--- src/hdl/tstm_cmd_fifo.sv ---
module tstm_cmd_fifo #(
  parameter int WIDTH = 82,
  parameter int DEPTH = 2
) (
  input  logic             clk,
  input  logic             rst_n,
  input  logic             wr_valid,
  output logic             wr_stall,
  input  logic [WIDTH-1:0] wr_data,
  output logic             rd_valid,
  input  logic             rd_take,
  output logic [WIDTH-1:0] rd_data
);
  localparam int AW = (DEPTH > 1) ? $clog2(DEPTH) : 1;

  logic [WIDTH-1:0] mem_r [DEPTH];
  logic [AW-1:0] wp_r, rp_r;
  logic [AW:0] cnt_r;
  logic do_wr, do_rd;

  assign wr_stall = (cnt_r == (AW+1)'(DEPTH));
  assign rd_valid = (cnt_r != '0);
  assign rd_data = mem_r[rp_r];
  assign do_wr = wr_valid && !wr_stall;
  assign do_rd = rd_valid && rd_take;

  always_ff @(posedge clk) begin
    if (!rst_n) begin
      wp_r <= '0;
      rp_r <= '0;
      cnt_r <= '0;
    end else begin
      if (do_wr) begin
        wp_r <= (wp_r == AW'(DEPTH - 1)) ? '0 : wp_r + 1'b1;
      end
      if (do_rd) begin
        rp_r <= (rp_r == AW'(DEPTH - 1)) ? '0 : rp_r + 1'b1;
      end
      cnt_r <= cnt_r + (AW+1)'(do_wr) - (AW+1)'(do_rd);
    end
  end

  always_ff @(posedge clk) begin
    if (do_wr) begin
      mem_r[wp_r] <= wr_data;
    end
  end
endmodule

--- config.mk ---
export PLATFORM = sky130hd
export DESIGN_NAME = tstm_cmd_fifo
export DESIGN_NICKNAME = d
export VERILOG_FILES = /design/src/hdl/tstm_cmd_fifo.sv
export SDC_FILE = /design/constraint.sdc
export NUM_CORES = 1
export LEC_CHECK = 0
export BUFFER_PORTS_ARGS = -buffer_cell sky130_fd_sc_hd__buf_2
export CELL_PAD_IN_SITES_DETAIL_PLACEMENT = 2
export CELL_PAD_IN_SITES_GLOBAL_PLACEMENT = 2
export CORE_UTILIZATION = 39
export DETAILED_ROUTE_END_ITERATION = 16
export PLACE_DENSITY = 0.83
export REMOVE_ABC_BUFFERS = 1
export SLEW_MARGIN = 10
export SYNTH_ARGS = -nofsm -noshare
export SYNTH_HDL_FRONTEND = slang
export SYNTH_SLANG_ARGS = --single-unit
export TNS_END_PERCENT = 100
--- constraint.sdc ---
create_clock -name clk -period 7.05 [get_ports clk]
set_clock_uncertainty 0.2 [all_clocks]
set_input_delay 1.0575 -clock clk [delete_from_list [all_inputs] [get_ports clk]]
set_output_delay 1.0575 -clock clk [all_outputs]
set_load 0.005 [all_outputs]
# Word-level counts from Yosys, hierarchy flattened
# Memories as Yosys holds them, arrays and structs flattened. A register that Yosys moved wholly into a read port is not among the register bits.
# Index checks and enable logic that the tools add are counted.
# W data, S select, Z words.
[op_classes]
addsub = 4
eq_ne = 1
n_mux = 6
reduce_logical = 4
[ops]
columns = ["cell", "count"]
rows = [
  ["$mux W1", 6],
  ["$add A1 B1 Y1 const B", 2],
  ["$add A2 B1 Y2", 1],
  ["$eq A2 B2 Y1 const B", 1],
  ["$logic_and A1 B1 Y1", 2],
  ["$reduce_bool A2 Y1", 1],
  ["$sub A2 B1 Y2", 1],
  ["$logic_not A1 Y1", 1],
]
[totals]
reg_bits = 4
ramBits = 164
input_bits = 86
out_inout_bits = 84
elab_cells = 19
n_memories = 1
[memory_table]
columns = ["name", "words", "word_bits", "rd", "rd_ports_with_merged_regs", "wr", "line_no", "rtl"]
rows = [
  ["mem_r", 2, 82, 1, 1, 1, "16", "logic [WIDTH-1:0] mem_r [DEPTH];"],
]

# Depth between registers and ports, before layout
# Gate-level depths: netlist of the first run.
[logic_depth]
ltp_word = 5
ltp_mapped = 8
mapped_depth_nobuf = 8

# Worst setup path before layout of the first run
# OpenSTA, ideal clock, no wires.
[synth_timing]
path_type = "input-to-reg"
startpoint = "in wr_valid"
endpoint = "mem mem_r[0][0] (enable)"
setup_ps = 523
arrival_ps = 4571
t_required_ps = 6327
setup_slack_ps = 1756
cell_stages = 2
n_path_buf = 0
path_cell_list = "nand2_1 > nor2_1"
[synth_via]
elab_chain_len = 3
[synth_rtl]
columns = ["item", "line_no", "rtl"]
rows = [
  ["start, declared", "7", "input logic wr_valid,"],
  ["$logic_and A1 B1 Y1", "24", "assign do_wr = wr_valid && !wr_stall;"],
  ["$mux W1", "44", "if (do_wr) begin"],
  ["$mux W1 (not written as such)", "45", "mem_r[wp_r] <= wr_data;"],
  ["end, declared", "16", ""],
]
# No other way between the ends.

==> impl_metrics.ini, run 1 <==
[status]
status = finished, final reports clean

[sta]
finalSetupTns_ns = 0
setup_violations = 0
period_minus_slack_ns = 3.89
period_share_pct = 55.2
holdWs_ns = 0.337
rsz0062_at_grt = false
drv_slew = 0
relSlewSlack_pct = 21.8
clock.fmax_mhz = 257
hold_viol_final = 0
worst_pin_slew_ns = 1.17
timing.final.ws_setup_ns = 3.16

[synth]
synth_cells = 282
yosysTopAreaCell = edfxtp_1
ys_top_cells_by_area = edfxtp_1 75%, mux2_4 18%, buf_12 2.4%, dfxtp_1 1.5%, ha_1 0.38%
yosys_warnings = 0
ys_seq_elements = 169
syn_area_per_cell_sq_um = 23.2
synth_top_area_share_pct = 75.1
synth_area_sq_um = 6560
ys_types = 19
ys_seq_area_share_pct = 76.6

[placement]
numPortBuffers = 169
hpwl_mm = 8.87
dp.cells = 664
gpl.final_weighted_congestion = 0.701
post-place-ws_ns = 3.56

[die]
die_area_sq_um = 17300
io_pins = 170
die_y_microns = 132
core_area_sq_um = 16500
die_w_microns = 132
fp-row-count = 47
start_util_pct = 39.7

[pwr]
ir_worst_vdd_uv = 180
switching_share_pct = 26.1
sequentialPowerShare_pct = 44.7
power_mw = 3.11
power_frac_comb_pct = 24.6
p_sw_uw = 810
clkPwrFrac_pct = 30.7
p_per_area_nw_per_um2 = 381
p_leak_nw = 3.19
intPower_mw = 2.30

[drt]
drt-total-wl_mm = 13.3
wl_per_cell_microns = 19.1
via_per_inst = 4.60
drtIter0Drc = 144
vias = 3208
dr.pass1.iters = 4
drc = 0
ant_nets = 0

[cells_and_area]
nFillCells = 1491
fin_cells = 698
regArea_sq_um = 5030
drive_gt1_share_pct = 60.7
fin_nets = 551
area_growth_pct = 24.4
multi_input_area_sq_um = 1360

[cts]
cts_repair_resize_count = 0
hold_buffers = 0
tritoncts = yes
clk_path_buf_depth = 2
h-tree-depth = 4
clk_pin_slew_ns = 0.07
cts_root_buf = clkbuf_16
cts_made_buffers = 17
postCtsSetupBuffers = 0
clk_latency_ns = 0.41
clock_sinks = 169

[global_route]
grt_first_pass_wirelength_mm = 20.4
grt_overflow_total = 0
grt_pass1_vias = 3611
track_usage_pct = 16.1
antenna_found_initial = 1
grt_max_degree = 83

[critical_path]
setup.worst_path.start_class = flop
end_kind = output pin
r2r_cells = 4
required_ns = 5.79
cp.arrival_ns = 2.64
crit_end = rd_data[70]
crit_fanout = 51
reg2reg_from = cnt_r[0]$_SDFF_PN0_
rrSetupSlack_ns = 4.70
timing.rr.end = mem_r[0][68]$_DFFE_PP_
crit_type = reg -> out

[run]
timing.max_cap.violations = 0

[min_path]
hold_class = reg -> reg
-- cells by family after synthesis --
| logic type | synth area share, % |
|---|---|
| flops | 76.6 |
| buf+inv | 2.79 |
| fa+ha+maj | 0.382 |
| xor+xnor | 0.267 |
| mux | 18.8 |
| compound gates | 0.115 |
| simple gates | 0.992 |
-- worst max-delay path: stages (launching register included) --
cell and delay, ns:
dfxtp_4 0.76, buf_4 0.81, mux2_2 0.43, buf_2 0.13
-- stage by stage --
stage          utilization (%)  cell area (sq um)
6_report                  49.4               8160
5_1_grt                   49.3               8150
4_1_cts                   49.3               8150
3_5_place_dp              45.6               7540
3_3_place_gp              45.6               7540
2_1_floorplan                -               6380
-- worst min path at each step --
| stage | slack [ns] | cells past startpoint | to | from |
|---|---|---|---|---|
| detailed placement | 0.33 | 2 | wp_r$_SDFFE_PN0P_ | wp_r$_SDFFE_PN0P_ |
| CTS | 0.34 | 2 | wp_r$_SDFFE_PN0P_ | wp_r$_SDFFE_PN0P_ |
| finish | 0.34 | 2 | wp_r$_SDFFE_PN0P_ | wp_r$_SDFFE_PN0P_ |
| global route | 0.36 | 2 | wp_r$_SDFFE_PN0P_ | wp_r$_SDFFE_PN0P_ |
| floorplan | 0.25 | 2 | wp_r$_SDFFE_PN0P_ | wp_r$_SDFFE_PN0P_ |
| global placement | 0.29 | 2 | flop | rp_r$_SDFFE_PN0P_ |
-- registers in the layout, indices dropped and copies added, names as in the netlist, named ones only --
name,count
mem_r,164
wp_r,1
rp_r,1
cnt_r,2
-- placed cells by master, fill, tap and decap left out, drive strengths merged --
master | Yosys | routed
diode | 0 | 2
clkinvlp | 0 | 7
nor2 | 4 | 4
buf | 9 | 171
edfxtp | 164 | 164
o21a | 1 | 1
clkinv | 0 | 1
and3 | 1 | 1
xnor2 | 1 | 1
clkbuf | 0 | 17
xor2 | 1 | 1
nand2 | 2 | 2
ha | 2 | 2
bufinv | 0 | 3
nor3 | 1 | 1
mux2i | 1 | 1
mux2 | 82 | 82
or2 | 1 | 1
nand2b | 2 | 2
dfxtp | 5 | 5
inv | 3 | 7
and2 | 2 | 2
-- metal layers --
| layer | global-route usage (%) | routed length, microns | vias up |
|---|---|---|---|
| li1 | - | - | 1476 |
| met1 | 18.1 | 5260 | 1612 |
| met2 | 28.6 | 7180 | 106 |
| met3 | 5.32 | 685 | 14 |
| met4 | 5.49 | 191 | 0 |
| met5 | 0 | 0 | - |
-- synth_stat cells --
| cell | instances |
|---|---|
| nor2_1 | 4 |
| and2_1 | 2 |
| dfxtp_1 | 5 |
| mux2_4 | 80 |
| buf_6 | 1 |
| nand2_1 | 2 |
| nor3_1 | 1 |
| or2_2 | 1 |
| nand2b_1 | 2 |
| mux2_2 | 2 |
| edfxtp_1 | 164 |
| buf_12 | 8 |
| xnor2_1 | 1 |
| ha_1 | 2 |
| o21a_1 | 1 |
| inv_1 | 3 |
| xor2_1 | 1 |
| and3_1 | 1 |
| mux2i_1 | 1 |
-- layout make-up --
class,count,share of cell area [%]
Multi-Input combinational cell,101,16.7
Antenna cell,2,0.0614
Tap cell,220,3.37
Clock inverter,15,2.32
Clock buffer,17,5.22
Inverter,3,0.138
Sequential cell,169,61.7
Timing Repair Buffer,171,10.6
-- power by group through the flow --
stage / Clock, mW / Combinational [mW] / Sequential, mW
4_1_cts: 0.981 / 0.786 / 1.40
3_5_place_dp: 0 / 0.782 / 1.41
6_report: 0.954 / 0.763 / 1.39
5_1_grt: 1.02 / 0.824 / 1.41
2_1_floorplan: 0 / 0.503 / 1.44
3_3_place_gp: 0 / 0.758 / 1.39
(Power assumes the default switching activity.)
==> run 2: changes to the inputs <==
--- a/config.mk
+++ b/config.mk
@@ -5,12 +5,13 @@
 export SDC_FILE = /design/constraint.sdc
 export NUM_CORES = 1
 export LEC_CHECK = 0
+export ABC_AREA = 1
 export BUFFER_PORTS_ARGS = -buffer_cell sky130_fd_sc_hd__buf_2
 export CELL_PAD_IN_SITES_DETAIL_PLACEMENT = 2
 export CELL_PAD_IN_SITES_GLOBAL_PLACEMENT = 2
 export CORE_UTILIZATION = 39
 export DETAILED_ROUTE_END_ITERATION = 16
-export PLACE_DENSITY = 0.83
+export PLACE_DENSITY = 0.84
 export REMOVE_ABC_BUFFERS = 1
 export SLEW_MARGIN = 10
 export SYNTH_ARGS = -nofsm -noshare
==> constraint.sdc (replaced) <==
create_clock -name clk -period 3.8 [get_ports clk]
set_clock_uncertainty 0.2 [all_clocks]
set_input_delay 0.57 -clock clk [delete_from_list [all_inputs] [get_ports clk]]
set_output_delay 0.57 -clock clk [all_outputs]
set_load 0.005 [all_outputs]
==> run 2 against run 1 <==
Net effect: worst hold slack got worse by 0.21 ns; utilization fell by 0.17 points; synthesized area rose by 0.17%; combinational power rose by 65%; global-route usage rose by 0.93 points; die area rose by 0.17%; clock power rose by 69%; via count rose by 1.9%.
==> impl_metrics.ini, run 2 <==
[pwr]
switching_share_pct = 25.5
power_frac_comb_pct = 23.5
p_per_area_nw_per_um2 = 661
ir_worst_vdd_uv = 407
clkPwrFrac_pct = 30.1
p_sw_mw = 1.37
p_leak_nw = 3.23
sequentialPowerShare_pct = 46.5
intPower_mw = 4.00

[synth]
yosys_warnings = 0
synthTopCellsByCount = 164 x edfxtp_1, 80 x mux2_4, 9 x inv_1, 9 x nand2_1
ys_seq_elements = 169
synth_cells = 293
synth_top_area_share_pct = 75.0
synth-edff-count = 164
ys_top_cells_by_area = edfxtp_1 75%, mux2_4 18%, buf_12 2.4%, dfxtp_1 1.5%, inv_1 0.51%
ys_types = 12
ys_seq_area_share_pct = 76.5
synth_area_sq_um = 6570
syn_area_per_cell_sq_um = 22.4
synthMostInstantiatedCell = edfxtp_1
yosysTopAreaCell = edfxtp_1
async_flop_share_pct = 0
synthFlopType = edfxtp_1

[cts]
cts_made_buffers = 17
tritoncts = yes
clock_sinks = 169
cts_repair_resize_count = 0
clk_latency_ns = 0.42
h-tree-depth = 4
postCtsSetupBuffers = 0
clk_path_buf_depth = 2
hold_buffers = 0
clk_pin_slew_ns = 0.06
cts_root_buf = clkbuf_16

[critical_path]
slowest_stage = dfxtp_4
crit_chain = buf_4 -> mux2_4 -> buf_2
setup.worst_path.start_class = flop
critical_path.max_stage_delay_ns = 0.63
cp.arrival_ns = 2.03
path_delay_family = flip-flops
crit_type = reg -> out
path_buf_inv = 2
end_kind = output pin
required_ns = 3.03
crit_fanout = 23

[placement]
placed_area_sq_um = 7580
post-place-ws_ns = 0.980
numPortBuffers = 169
hpwl_mm = 9.92
gpl.final_weighted_congestion = 0.693

[global_route]
grt_pass1_vias = 3754
track_usage_pct = 17.0
grt_overflow_total = 0
antenna_found_initial = 3
grt_max_degree = 55
grt_first_pass_wirelength_mm = 21.2

[cells_and_area]
stdcell_area_sq_um = 8130
area_growth_pct = 23.8
regMostFlops = mem_r
fin_nets = 565
largest_reg_flops = 164
final_common_cell = buf_2
drive_gt1_share_pct = 58.3
top_regs = mem_r (164), cnt_r (2)
mostFrequentLayoutCells = 169 x buf_2, 164 x edfxtp_1, 80 x mux2_4

[drt]
via_per_inst = 4.60
vias = 3269
drt-total-wl_mm = 14.1
drtIter0Drc = 162
dr.pass1.iters = 4
ant_nets = 0
drc = 0
wl_per_cell_microns = 19.8

[sta]
timing.final.ws_setup_ns = 0.998
drv_slew = 0
hold_viol_final = 0
worst_pin_slew_ns = 0.995
clock.fmax_mhz = 357
period_share_pct = 73.7
rsz0062_at_grt = false
period_minus_slack_ns = 2.80
relSlewSlack_pct = 33.6
setup_violations = 0

[run]
timing.max_cap.violations = 0

[die]
fp-row-count = 47
core_area_sq_um = 16500
die_area_sq_um = 17400
start_util_pct = 39.7
io_pins = 170
die_y_microns = 132
die_w_microns = 132

[status]
status = finished, final reports clean

[min_path]
hold_class = in -> reg
## run 2: cell types whose count changed in the layout (fill, tap and decap cells not counted), moves of 3 or more
| cell | delta |
|---|---|
| nand2_1 | +7 |
| nor2_1 | +4 |
| nand3_1 | +3 |
| inv_1 | +5 |
| inv_6 | -3 |
| clkbuf_1 | +3 |
| clkinv_2 | +7 |
| clkinvlp_4 | -7 |
## run 2: metrics by stage
stage | utilization, % | total power, mW | setup TNS [ns] | std cells | hold slack, ns
after global placement | 45.9 | 3.74 | 0 | 678 | 0.284
after floorplan | - | 3.39 | -127.59 | 284 | 0.267
after global routing | 49.2 | 5.61 | 0 | 711 | 0.108
after detailed placement | 45.9 | 3.84 | 0 | 678 | 0.313
after CTS | 49.2 | 5.47 | 0 | 709 | 0.103
final | 49.2 | 5.37 | 0 | 711 | 0.130
## run 2: cells by family (layout without fill, tap and decap cells)
group           count (synthesis)  count (layout)  synth area share (%)
fa+ha+maj                       2               2                 0.381
compound gates                  2               2                 0.152
mux                            82              82                  18.6
simple gates                   20              20                  1.20
buf+inv                        18             214                  3.12
flops                         169             169                  76.5
other cells                     0               2                     0
## run 2: power groups by stage
stage	Clock (mW)	Combinational [mW]	Sequential, mW
2_1_floorplan	0	0.796	2.59
3_3_place_gp	0	1.23	2.51
3_5_place_dp	0	1.29	2.54
4_1_cts	1.67	1.30	2.51
5_1_grt	1.73	1.36	2.52
6_report	1.61	1.26	2.50
## run 2: final cells by class
type / instances / area (sq um)
inverters: 9 / 35.0
clock buffers: 20 / 437
multi-input cells: 106 / 1350
repair buffers: 174 / 896
flip-flops and latches: 169 / 5030
fillers: 1521 / 8400
clock inverters: 11 / 106
diodes: 2 / 5.00
well taps: 220 / 275
## run 2: path summary, 6_finish.rpt
kind                       startpoint                      to  slack, ns  cells after the start
setup / recovery                 flop             rd_data[49]        1.0                      3
hold / removal            wr_data[42]  mem_r[0][42]$_DFFE_PP_       0.13                      1
setup reg to reg  cnt_r[0]$_SDFF_PN0_  mem_r[1][28]$_DFFE_PP_       1.18                      5
hold reg to reg     rp_r$_SDFFE_PN0P_                    flop       0.32                      2
## run 2: routing by layer
layer  track usage [%]  vias to the layer above  wire length [microns]
li1                  -                     1507                      -
met1              17.3                     1644                   5230
met2              31.8                      102                   7910
met3              6.15                       16                    707
met4              6.40                        0                    216
met5                 0                        -                      0
## run 2: worst reg2reg max path, cell delays in order (launching register included)
cell	delay, ns
dfxtp_1	0.33
inv_1	0.09
nand2_1	0.13
nand3_1	0.16
clkinv_2	0.75
buf_4	0.65
==> run 3: changes to the inputs <==
==> constraint.sdc (replaced) <==
create_clock -name clk -period 2.8 [get_ports clk]
set_clock_uncertainty 0.2 [all_clocks]
set_input_delay 0.42 -clock clk [delete_from_list [all_inputs] [get_ports clk]]
set_output_delay 0.42 -clock clk [all_outputs]
set_load 0.005 [all_outputs]
==> run 3 against run 2 <==
Net effect: utilization is 4.6 points higher; cell count grew 10%; clock power up 30%; routed wire length rose by 12%; worst hold slack got worse by 0.11 ns; design area increased by 9.3%; highest routed layer unchanged.
==> impl_metrics.ini, run 3 (synthesized netlist as in run 2, its figures left out) <==
[status]
status = finished, final reports clean

[drt]
ant_nets = 0
drtIter0Drc = 146
via_per_inst = 4.61
dr.pass1.iters = 4
wl_per_cell_microns = 20.0
vias = 3620
drt-total-wl_mm = 15.7
drc = 0

[critical_path]
r2r_cells = 5
required_ns = 2.18
reg2reg_from = cnt_r[0]$_SDFF_PN0_
timing.rr.end = mem_r[1][73]$_DFFE_PP_
setup.worst_path.start_class = flop
end_kind = output pin
crit_type = reg -> out
crit_fanout = 17
cp.arrival_ns = 1.84
rrSetupSlack_ns = 0.86

[pwr]
p_sw_mw = 1.91
intPower_mw = 5.43
power_frac_comb_pct = 25.5
clkPwrFrac_pct = 28.6
ir_worst_vdd_uv = 430
p_leak_nw = 3.54
p_per_area_nw_per_um2 = 827
sequentialPowerShare_pct = 46.0
power_mw = 7.34
switching_share_pct = 26.0

[sta]
finalSetupTns_ns = 0
period_share_pct = 88.0
rsz0062_at_grt = false
drv_slew = 0
period_minus_slack_ns = 2.46
hold_viol_final = 0
setup_violations = 0
holdWs_ns = 0.0189
clock.fmax_mhz = 406
relSlewSlack_pct = 55.8
worst_pin_slew_ns = 0.663

[cells_and_area]
antennaDiodeCount = 0
utilization_pct = 53.7
fin_nets = 641
mostFrequentLayoutCells = 169 x buf_2, 164 x edfxtp_1, 80 x mux2_4
regMostFlops = mem_r
top_regs = mem_r (164), cnt_r (2)
regArea_sq_um = 5030
multi_input_area_sq_um = 1350
drive_gt1_share_pct = 50.4
largest_reg_flops = 164
stdcell_area_sq_um = 8880
nFillCells = 1467
area_growth_pct = 35.2
final_common_cell = buf_2

[cts]
cts_root_buf = clkbuf_16
clock_sinks = 169
clk_pin_slew_ns = 0.06
cts_made_buffers = 17
tritoncts = yes
h-tree-depth = 4
clk_latency_ns = 0.41
postCtsSetupBuffers = 0
clk_path_buf_depth = 2

[global_route]
grt_first_pass_wirelength_mm = 24.0
grtUsageMet2_pct = 36.4
grt_pass1_vias = 4127
antenna_found_initial = 0
track_usage_pct = 18.9
use_met1_pct = 19.7
busiest_layer = met2
grt_overflow_total = 0
use_met3_pct = 5.31
grt_max_degree = 83

[die]
start_util_pct = 39.7
core_area_sq_um = 16500
io_pins = 170
die_y_microns = 132
die_w_microns = 132
die_area_sq_um = 17400
fp-row-count = 47

[placement]
numPortBuffers = 169
gpl.final_weighted_congestion = 0.701
hpwl_mm = 9.94
placed_area_sq_um = 7610

[min_path]
hold-path-cell-count = 1
hold_class = in -> reg
hold_start = wr_data[15]
min_to = mem_r[0][15]$_DFFE_PP_

[run]
timing.max_cap.violations = 0
## run 3: cell types whose count changed in the layout (fill, tap and decap cells not counted), sizes merged
cell,change
buf,+1
bufinv,-1
clkbuf,-1
clkinvlp,+2
diode,-2
dlygate4sd3,+75
## run 3: area by class of cell
class                      instances  share of cell area [%]
timing repair buffer             250                    18.9
inverter                           9                   0.394
clock buffer                      19                    4.87
sequential                       169                    56.6
multi-input combinational        106                    15.1
tap                              220                    3.10
clock inverter                    12                   0.958
## run 3: worst max-delay path: stages (launching register included)
cell and delay [ns]:
dfxtp_4 0.54, buf_4 0.39, mux2_4 0.35, buf_2 0.15
## run 3: worst max-delay path by stage
stage	slack, ns	endpoint	from
after global routing	0.28	rd_data[55]	flop
after global placement	0.84	rd_data[26]	flop
after detailed placement	0.78	rd_data[13]	flop
after floorplan	-1.90	mem_r[0][0]$_DFFE_PP_	cnt_r[0]$_SDFF_PN0_
after CTS	0.32	rd_data[13]	flop
final	0.34	rd_data[55]	flop
## run 3: power by group through the flow
stage          registers [mW]  logic, mW  clock network, mW
2_1_floorplan            3.52       1.08                  0
3_3_place_gp             3.38       1.71                  0
3_5_place_dp             3.43       1.80                  0
4_1_cts                  3.38       1.89               2.15
5_1_grt                  3.41       2.01               2.25
6_report                 3.37       1.87               2.10
## run 3: repair_timing
| action | 4_1_cts | 5_1_grt |
|---|---|---|
| hold endpoints to repair | 143 | 1 |
| resized for setup | 0 | 0 |
| hold buffers | 74 | 1 |
## run 3: metal layers
metal | vias up | wire, microns
met5 | - | 0
met4 | 0 | 302
met3 | 24 | 624
met2 | 115 | 9040
met1 | 1823 | 5750
li1 | 1658 | -
## run 3: stage by stage
stage	setup WS [ns]	cells
2_1_floorplan	-1.90	284
3_3_place_gp	0.837	679
3_5_place_dp	0.779	679
4_1_cts	0.324	784
5_1_grt	0.279	785
6_report	0.336	785
